[config.mk]
export PLATFORM = sky130hd
export DESIGN_NAME = integer_to_text_formatter
export DESIGN_NICKNAME = d
export VERILOG_FILES = /design/src/rtl/itf_pkg.sv /design/src/rtl/itf_digit_unit.sv /design/src/rtl/integer_to_text_formatter.sv
export SDC_FILE = /design/constraint.sdc
export NUM_CORES = 2
export LEC_CHECK = 0
export BUFFER_PORTS_ARGS = -buffer_cell sky130_fd_sc_hd__clkbuf_2
export CORE_AREA = 5 5 247 249
export CTS_BUF_LIST = sky130_fd_sc_hd__clkbuf_8
export DETAILED_ROUTE_END_ITERATION = 10
export DIE_AREA = 0 0 252 254
export PLACE_DENSITY = 0.69
export SYNTH_ARGS = -nofsm -noshare
export SYNTH_HDL_FRONTEND = slang
export SYNTH_SLANG_ARGS = --single-unit
[constraint.sdc]
create_clock -name clock -period 12.8 [get_ports clock]
set_clock_uncertainty 0.1 [all_clocks]
set_input_delay 1.92 -clock clock [delete_from_list [all_inputs] [get_ports clock]]
set_output_delay 1.92 -clock clock [all_outputs]
set_load 0.03 [all_outputs]
[src/rtl/itf_pkg.sv]
// Shared types, constants and character helpers for the integer to text formatter.
`default_nettype none

package itf_pkg;

   localparam int unsigned MAX_CHARS_DEF = 64;
   localparam int unsigned VAL_W = 32;
   localparam int unsigned NUM_W = 6;
   localparam int unsigned CNT_W = 7;
   localparam int unsigned DIG_BUF_W = 128;

   localparam logic [1:0] CONV_BIN = 2'd0;
   localparam logic [1:0] CONV_DEC = 2'd1;
   localparam logic [1:0] CONV_HEXL = 2'd2;
   localparam logic [1:0] CONV_HEXU = 2'd3;

   localparam logic [7:0] CH_SPACE = 8'h20;
   localparam logic [7:0] CH_PLUS = 8'h2b;
   localparam logic [7:0] CH_MINUS = 8'h2d;
   localparam logic [7:0] CH_ZERO = 8'h30;
   localparam logic [7:0] CH_LOWER_A = 8'h61;
   localparam logic [7:0] CH_UPPER_A = 8'h41;

   localparam logic [31:0] RECIP_TEN = 32'hcccccccd;
   localparam logic [7:0] TEN = 8'd10;

   typedef struct packed {
      logic start;
      logic pop;
   } itf_dig_ctl_type;

   typedef struct packed {
      logic done;
      logic [NUM_W-1:0] ndig;
      logic [3:0] digit;
   } itf_dig_sts_type;

   function automatic logic [7:0] digit_char(input logic [3:0] d, input logic upper);
      logic [7:0] base;
      base = upper ? CH_UPPER_A : CH_LOWER_A;
      if (d < 4'd10) begin
         digit_char = CH_ZERO + {4'b0, d};
      end else begin
         digit_char = base + {4'b0, d} - TEN;
      end
   endfunction

endpackage

`default_nettype wire

[src/rtl/itf_digit_unit.sv]
// Shared digit extraction unit: shifts for binary and hex, reciprocal multiply for decimal.
`default_nettype none

module itf_digit_unit (
   input  wire logic                      clock,
   input  wire logic                      reset,
   input  wire itf_pkg::itf_dig_ctl_type  ctl,
   input  wire logic [1:0]                start_conv,
   input  wire logic [31:0]               start_mag,
   output itf_pkg::itf_dig_sts_type       sts
);
   import itf_pkg::*;

   typedef enum logic [2:0] {
      U_IDLE = 3'b001,
      U_MUL  = 3'b010,
      U_STEP = 3'b100
   } unit_state_type;

   unit_state_type state_ff, state_in;
   logic [VAL_W-1:0] mag_ff, mag_in;
   logic [1:0] conv_ff, conv_in;
   logic [63:0] prod_ff, prod_in;
   logic [DIG_BUF_W-1:0] buf_ff, buf_in;
   logic [NUM_W-1:0] ndig_ff, ndig_in;
   logic done_ff, done_in;

   logic [28:0] quot;
   logic [VAL_W-1:0] rem_full;
   logic [3:0] new_digit;
   logic [VAL_W-1:0] next_mag;

   always_comb begin
      quot = prod_ff[63:35];
      rem_full = mag_ff - ({quot, 3'b000} + {2'b00, quot, 1'b0});
      new_digit = 4'd0;
      next_mag = mag_ff;
      state_in = state_ff;
      mag_in = mag_ff;
      conv_in = conv_ff;
      prod_in = prod_ff;
      buf_in = buf_ff;
      ndig_in = ndig_ff;
      done_in = 1'b0;

      if (ctl.pop) begin
         buf_in = buf_ff << 4;
      end

      unique case (state_ff)
         U_IDLE: begin
            if (ctl.start) begin
               mag_in = start_mag;
               conv_in = start_conv;
               ndig_in = '0;
               state_in = (start_conv == CONV_DEC) ? U_MUL : U_STEP;
            end
         end
         U_MUL: begin
            prod_in = {32'b0, mag_ff} * {32'b0, RECIP_TEN};
            state_in = U_STEP;
         end
         U_STEP: begin
            if (conv_ff == CONV_DEC) begin
               new_digit = rem_full[3:0];
               next_mag = {3'b000, quot};
            end else if (conv_ff == CONV_BIN) begin
               new_digit = {3'b000, mag_ff[0]};
               next_mag = mag_ff >> 1;
            end else begin
               new_digit = mag_ff[3:0];
               next_mag = mag_ff >> 4;
            end
            buf_in = {new_digit, buf_ff[DIG_BUF_W-1:4]};
            mag_in = next_mag;
            ndig_in = ndig_ff + NUM_W'(1);
            if (next_mag == '0) begin
               done_in = 1'b1;
               state_in = U_IDLE;
            end else begin
               state_in = (conv_ff == CONV_DEC) ? U_MUL : U_STEP;
            end
         end
         default: begin
            state_in = U_IDLE;
         end
      endcase
   end

   always_ff @(posedge clock) begin
      if (reset) begin
         state_ff <= U_IDLE;
         done_ff <= 1'b0;
      end else begin
         state_ff <= state_in;
         done_ff <= done_in;
      end
      mag_ff <= mag_in;
      conv_ff <= conv_in;
      prod_ff <= prod_in;
      buf_ff <= buf_in;
      ndig_ff <= ndig_in;
   end

   assign sts.done = done_ff;
   assign sts.ndig = ndig_ff;
   assign sts.digit = buf_ff[DIG_BUF_W-1:DIG_BUF_W-4];

endmodule

`default_nettype wire

[src/rtl/integer_to_text_formatter.sv]
// Top level of the integer to text formatter: request intake, layout planning and character output.
//
//   Channel | Direction | Handshake          | Payload
//   req     | in        | req_valid/req_stall| value, conversion, flags, width, precision
//   rsp     | out       | rsp_valid/rsp_stall| character, last
//
// Digits come from one shared unit: one digit per cycle for binary and hex, while decimal
// alternates a multiply state and a step state for each digit. The registered done flag and
// the planning states S_PLAN and S_SIZE follow, then one character per cycle moves into the
// output register while the output is not stalled.
// Reset is synchronous and active high and clears the state registers and the done and valid flags.
// A stalled output holds its character; the next item is taken once the final
// character sits in the output register.
`default_nettype none

module integer_to_text_formatter #(
   parameter int unsigned MAX_CHARS = itf_pkg::MAX_CHARS_DEF
) (
   input  wire logic               clock,
   input  wire logic               reset,
   input  wire logic               req_valid,
   output logic                    req_stall,
   input  wire logic signed [31:0] req_value,
   input  wire logic [1:0]         req_conversion,
   input  wire logic               req_plus_flag,
   input  wire logic               req_left_justify,
   input  wire logic               req_zero_fill,
   input  wire logic [5:0]         req_field_width,
   input  wire logic [5:0]         req_min_digits,
   output logic                    rsp_valid,
   input  wire logic               rsp_stall,
   output logic [7:0]              rsp_character,
   output logic                    rsp_last
);
   import itf_pkg::*;

   localparam int unsigned REM_W = $clog2(MAX_CHARS + 1);

   typedef enum logic [4:0] {
      S_IDLE   = 5'b00001,
      S_DIGITS = 5'b00010,
      S_PLAN   = 5'b00100,
      S_SIZE   = 5'b01000,
      S_EMIT   = 5'b10000
   } state_type;

   state_type state_ff, state_in;
   logic [1:0] conv_ff, conv_in;
   logic plus_ff, plus_in;
   logic left_ff, left_in;
   logic zfill_ff, zfill_in;
   logic neg_ff, neg_in;
   logic [NUM_W-1:0] width_ff, width_in;
   logic [NUM_W-1:0] prec_ff, prec_in;
   logic [NUM_W-1:0] dig_ff, dig_in;
   logic [NUM_W-1:0] zer_ff, zer_in;
   logic sgn_ff, sgn_in;
   logic [NUM_W-1:0] lead_ff, lead_in;
   logic [REM_W-1:0] rem_ff, rem_in;
   logic rsp_valid_ff, rsp_valid_in;
   logic [7:0] rsp_char_ff, rsp_char_in;
   logic rsp_last_ff, rsp_last_in;

   itf_dig_ctl_type dig_ctl;
   itf_dig_sts_type dig_sts;
   logic [31:0] start_mag;
   logic req_neg;
   logic accept;
   logic load_ok;
   logic reserve;
   logic [NUM_W-1:0] target;
   logic [CNT_W-1:0] count;
   logic [NUM_W-1:0] pad;
   logic [CNT_W-1:0] total;

   assign accept = req_valid && !req_stall;
   assign req_neg = (req_conversion == CONV_DEC) && req_value[31];
   assign start_mag = req_neg ? (32'd0 - $unsigned(req_value)) : $unsigned(req_value);
   assign load_ok = !rsp_valid_ff || !rsp_stall;

   itf_digit_unit u_digit (
      .clock      (clock),
      .reset      (reset),
      .ctl        (dig_ctl),
      .start_conv (req_conversion),
      .start_mag  (start_mag),
      .sts        (dig_sts)
   );

   always_comb begin
      reserve = neg_ff || plus_ff;
      if (prec_ff != '0) begin
         target = prec_ff;
      end else if (zfill_ff && (width_ff >= {5'b0, reserve})) begin
         target = width_ff - {5'b0, reserve};
      end else begin
         target = '0;
      end
      count = {1'b0, dig_ff} + {1'b0, zer_ff} + {6'b0, sgn_ff};
      pad = ({1'b0, width_ff} > count) ? (width_ff - count[NUM_W-1:0]) : '0;
      total = count + {1'b0, pad};
   end

   always_comb begin
      state_in = state_ff;
      conv_in = conv_ff;
      plus_in = plus_ff;
      left_in = left_ff;
      zfill_in = zfill_ff;
      neg_in = neg_ff;
      width_in = width_ff;
      prec_in = prec_ff;
      dig_in = dig_ff;
      zer_in = zer_ff;
      sgn_in = sgn_ff;
      lead_in = lead_ff;
      rem_in = rem_ff;
      rsp_char_in = rsp_char_ff;
      rsp_last_in = rsp_last_ff;
      rsp_valid_in = rsp_valid_ff && rsp_stall;
      dig_ctl.start = 1'b0;
      dig_ctl.pop = 1'b0;
      req_stall = (state_ff != S_IDLE);

      unique case (state_ff)
         S_IDLE: begin
            if (accept) begin
               conv_in = req_conversion;
               plus_in = req_plus_flag;
               left_in = req_left_justify;
               zfill_in = req_zero_fill;
               neg_in = req_neg;
               width_in = req_field_width;
               prec_in = req_min_digits;
               dig_ctl.start = 1'b1;
               state_in = S_DIGITS;
            end
         end
         S_DIGITS: begin
            if (dig_sts.done) begin
               dig_in = dig_sts.ndig;
               state_in = S_PLAN;
            end
         end
         S_PLAN: begin
            zer_in = (target > dig_ff) ? (target - dig_ff) : '0;
            sgn_in = (conv_ff == CONV_DEC) && (neg_ff || plus_ff);
            state_in = S_SIZE;
         end
         S_SIZE: begin
            lead_in = left_ff ? '0 : pad;
            rem_in = (total > CNT_W'(MAX_CHARS)) ? REM_W'(MAX_CHARS) : REM_W'(total);
            state_in = S_EMIT;
         end
         S_EMIT: begin
            if (load_ok) begin
               rsp_valid_in = 1'b1;
               rsp_last_in = (rem_ff == REM_W'(1));
               rem_in = rem_ff - REM_W'(1);
               priority if (lead_ff != '0) begin
                  rsp_char_in = CH_SPACE;
                  lead_in = lead_ff - NUM_W'(1);
               end else if (sgn_ff) begin
                  rsp_char_in = neg_ff ? CH_MINUS : CH_PLUS;
                  sgn_in = 1'b0;
               end else if (zer_ff != '0) begin
                  rsp_char_in = CH_ZERO;
                  zer_in = zer_ff - NUM_W'(1);
               end else if (dig_ff != '0) begin
                  rsp_char_in = digit_char(dig_sts.digit, conv_ff == CONV_HEXU);
                  dig_in = dig_ff - NUM_W'(1);
                  dig_ctl.pop = 1'b1;
               end else begin
                  rsp_char_in = CH_SPACE;
               end
               if (rem_ff == REM_W'(1)) begin
                  state_in = S_IDLE;
               end
            end
         end
         default: begin
            state_in = S_IDLE;
         end
      endcase
   end

   always_ff @(posedge clock) begin
      if (reset) begin
         state_ff <= S_IDLE;
         rsp_valid_ff <= 1'b0;
      end else begin
         state_ff <= state_in;
         rsp_valid_ff <= rsp_valid_in;
      end
      conv_ff <= conv_in;
      plus_ff <= plus_in;
      left_ff <= left_in;
      zfill_ff <= zfill_in;
      neg_ff <= neg_in;
      width_ff <= width_in;
      prec_ff <= prec_in;
      dig_ff <= dig_in;
      zer_ff <= zer_in;
      sgn_ff <= sgn_in;
      lead_ff <= lead_in;
      rem_ff <= rem_in;
      rsp_char_ff <= rsp_char_in;
      rsp_last_ff <= rsp_last_in;
   end

   assign rsp_valid = rsp_valid_ff;
   assign rsp_character = rsp_char_ff;
   assign rsp_last = rsp_last_ff;

endmodule

`default_nettype wire

==> results_dict.tcl <==
set metrics [dict create \
    status "complete, no violations" \
    final_common_cell "inv_1" \
    tightest_slew_ps 1040 \
    period_share_pct 64.4 \
    cts-buffers-inserted 46 \
    io_buffers 62 \
    min_delay_path_depth 2 \
    ctsLongestPathBuffers 3 \
    synthTopCellsByArea "fa_1, edfxtp_1, ha_1, inv_1, nand2_1" \
    grt_max_degree 104 \
    grt_pass1_wl_mm 129 \
    wl_per_cell_um 21.6 \
    syn_nets 3810 \
    tritoncts "done" \
    drive_gt1_share_pct 5.47 \
    cts_hold_buf 0 \
    first_global_vias 22200 \
    synth_top_area_share_pct 26.1 \
    min_period_ps 8240 \
    slew_violations 0 \
    start_kind "flop" \
    reg2regPathDepth 21 \
    hold_path.class "flop to flop" \
    worst-setup-path-type "flop to flop" \
    final_cell_mix "inv_1, nand2_1, fa_1" \
    initial_core_util_pct 51.3 \
    die-area_mm2 0.0640 \
    antenna_found_initial 3 \
    syn-instance-count 2981 \
    grt-ovfl-total 0 \
    insertion_delay_ps 620 \
    placed_cells 3760 \
    endpoint_kind "flop" \
    whs_ps 390 \
    yosysWarnings 0 \
    critPathArrivalTime_ps 8480 \
    place_hpwl_mm 71.0 \
    syn_avg_cell_area_um2 10.1 \
    nets 3864 \
    rows 89 \
    synth_top_area_cell "fa_1" \
    die_h_um 254 \
    synth.distinct_cells 79 \
    hold_viol 0 \
    num_io_pins 64 \
    cts.sinks 259 \
    ctsHtreeMaxLevel 2 \
    track_usage_pct 26.3 \
    drt_pass1_iterations 5 \
    wirelength_mm 83.3 \
    drv_cap 0 \
    synth-edff-count 249 \
    crit_required_ps 13040 \
    vias_per_cell 5.46 \
    grt_setup_unrepaired "false" \
    first_iter_violations 1374 \
    ys_ff_latch 259 \
    post_cts_buffers 0 \
    num_vias 21000 \
    setup_tns_ps 0 \
    clk_pin_slew_ps 60 \
    synthesis.area_mm2 0.0300 \
    worst_slack_ps 4560 \
    place_ws_ps 4660 \
    syn_to_final_growth_pct 6.72 \
    coreArea_mm2 0.0585 \
    fp.dieW_um 252 \
    place.gp.congestion 1.04 \
    cts_resized 0 \
    cp_max_fo 10 \
    finalSetupViolations 0 \
    yosys_most_used_dff "edfxtp_1" \
    drtAntennaViolNets 0 \
    remaining_drc_errors 0 \
    async_reset_ff_share_pct 0 \
    final_cells 3848 \
    max_clock_freq_mhz 121 \
    synth_seq_area_share_pct 25.6 \
    root_buffer "clkbuf_8" \
    slew_headroom_pct 30.5 \
    fillers 5284 \
]
[sequential cells by signal, summed over array words and instances (netlist names), 2 cells and up]
register / count
lead_ff: 6
rem_ff: 7
zer_ff: 6
prec_ff: 6
u_digit.ndig_ff: 6
state_ff: 5
dig_ff: 6
width_ff: 6
rsp_character: 7
u_digit.conv_ff: 2
u_digit.prod_ff: 29
u_digit.mag_ff: 32
conv_ff: 2
u_digit.buf_ff: 128
u_digit.state_ff: 3
[routing by layer]
| layer | part of all wire, % | track usage [%] | vias to the layer above |
|---|---|---|---|
| met1 | 42 | 34.8 | 10600 |
| met3 | 4.5 | 3.37 | 132 |
| met5 | 0 | 0 | - |
| met4 | 3.9 | 8.95 | 0 |
| met2 | 49 | 45.2 | 550 |
| li1 | - | - | 9745 |
[cells by family after synthesis]
| family | synth area share, % |
|---|---|
| buffers and inverters | 8.70 |
| xor gates and xnor gates | 4.32 |
| muxes | 1.07 |
| DFF | 25.6 |
| adders and majority gates | 42.2 |
| other | 0.0125 |
| and+or+nand+nor | 10.5 |
| AOI/OAI and AO/OA | 7.61 |
[worst paths after layout]
check | endpoint | slack (ps) | start
worst max-delay path | u_digit.prod_ff[48]$_DFFE_PP_ | 4560 | u_digit.mag_ff[1]$_DFFE_PP_
worst min-delay path | state_ff[2]$_SDFFE_PP0P_ | 390 | u_digit.done_ff$_SDFF_PP0_
worst max register to register | u_digit.prod_ff[48]$_DFFE_PP_ | 4560 | u_digit.mag_ff[1]$_DFFE_PP_
worst min register to register | state_ff[2]$_SDFFE_PP0P_ | 390 | u_digit.done_ff$_SDFF_PP0_
[synthesized netlist by cell type (10+ instances only)]
master and count:
nor2b_1 13, o21ai_1 14, nand3_1 23, and2_1 15, fa_1 391, mux2i_1 31, ha_1 385, xor2_1 71
o21bai_1 15, a21o_1 67, clkbuf_1 56, dfxtp_1 10, nand2b_1 10, nor3_1 23, a21oi_1 119, and3_1 14
inv_1 607, nand4_1 22, xnor2_1 77, a31oi_1 10, nor2_1 96, o21ai_0 70, edfxtp_1 249, nand2_1 459
o22ai_1 18
[layout make-up]
class	count	area (µm²)	area share [%]
sequential	259	7680	24.0
clock buffer	51	702	2.19
antenna	3	7.51	0.0235
timing repair buffer	76	415	1.30
multi-input combinational	2044	19700	61.6
tap	773	967	3.02
inverter	608	2280	7.13
clock inverter	34	223	0.696
[stage by stage]
stage                     utilization [%]  instance area [µm²]
after floorplan                         -                30000
after global placement               53.1                31100
after detailed placement             53.1                31100
after CTS                            54.7                32000
after global routing                 54.7                32000
final                                54.7                32000
[worst max-delay path: stages (launching register included)]
cell	delay, ps
edfxtp_1	600
ha_1	520
xor2_1	270
ha_1	270
or2_2	310
fa_1	590
fa_1	520
fa_1	540
fa_1	430
fa_1	490
inv_1	50
fa_1	480
inv_1	40
ha_1	350
a21o_1	230
a21o_1	190
a221oi_1	300
o21ai_1	100
a211oi_1	840
o21ai_1	250
a221oi_1	390
xnor2_1	100
Power is left out: the tool's default activity adds up to more than one toggle a clock period on the data nets, which glitch-free logic cannot reach.
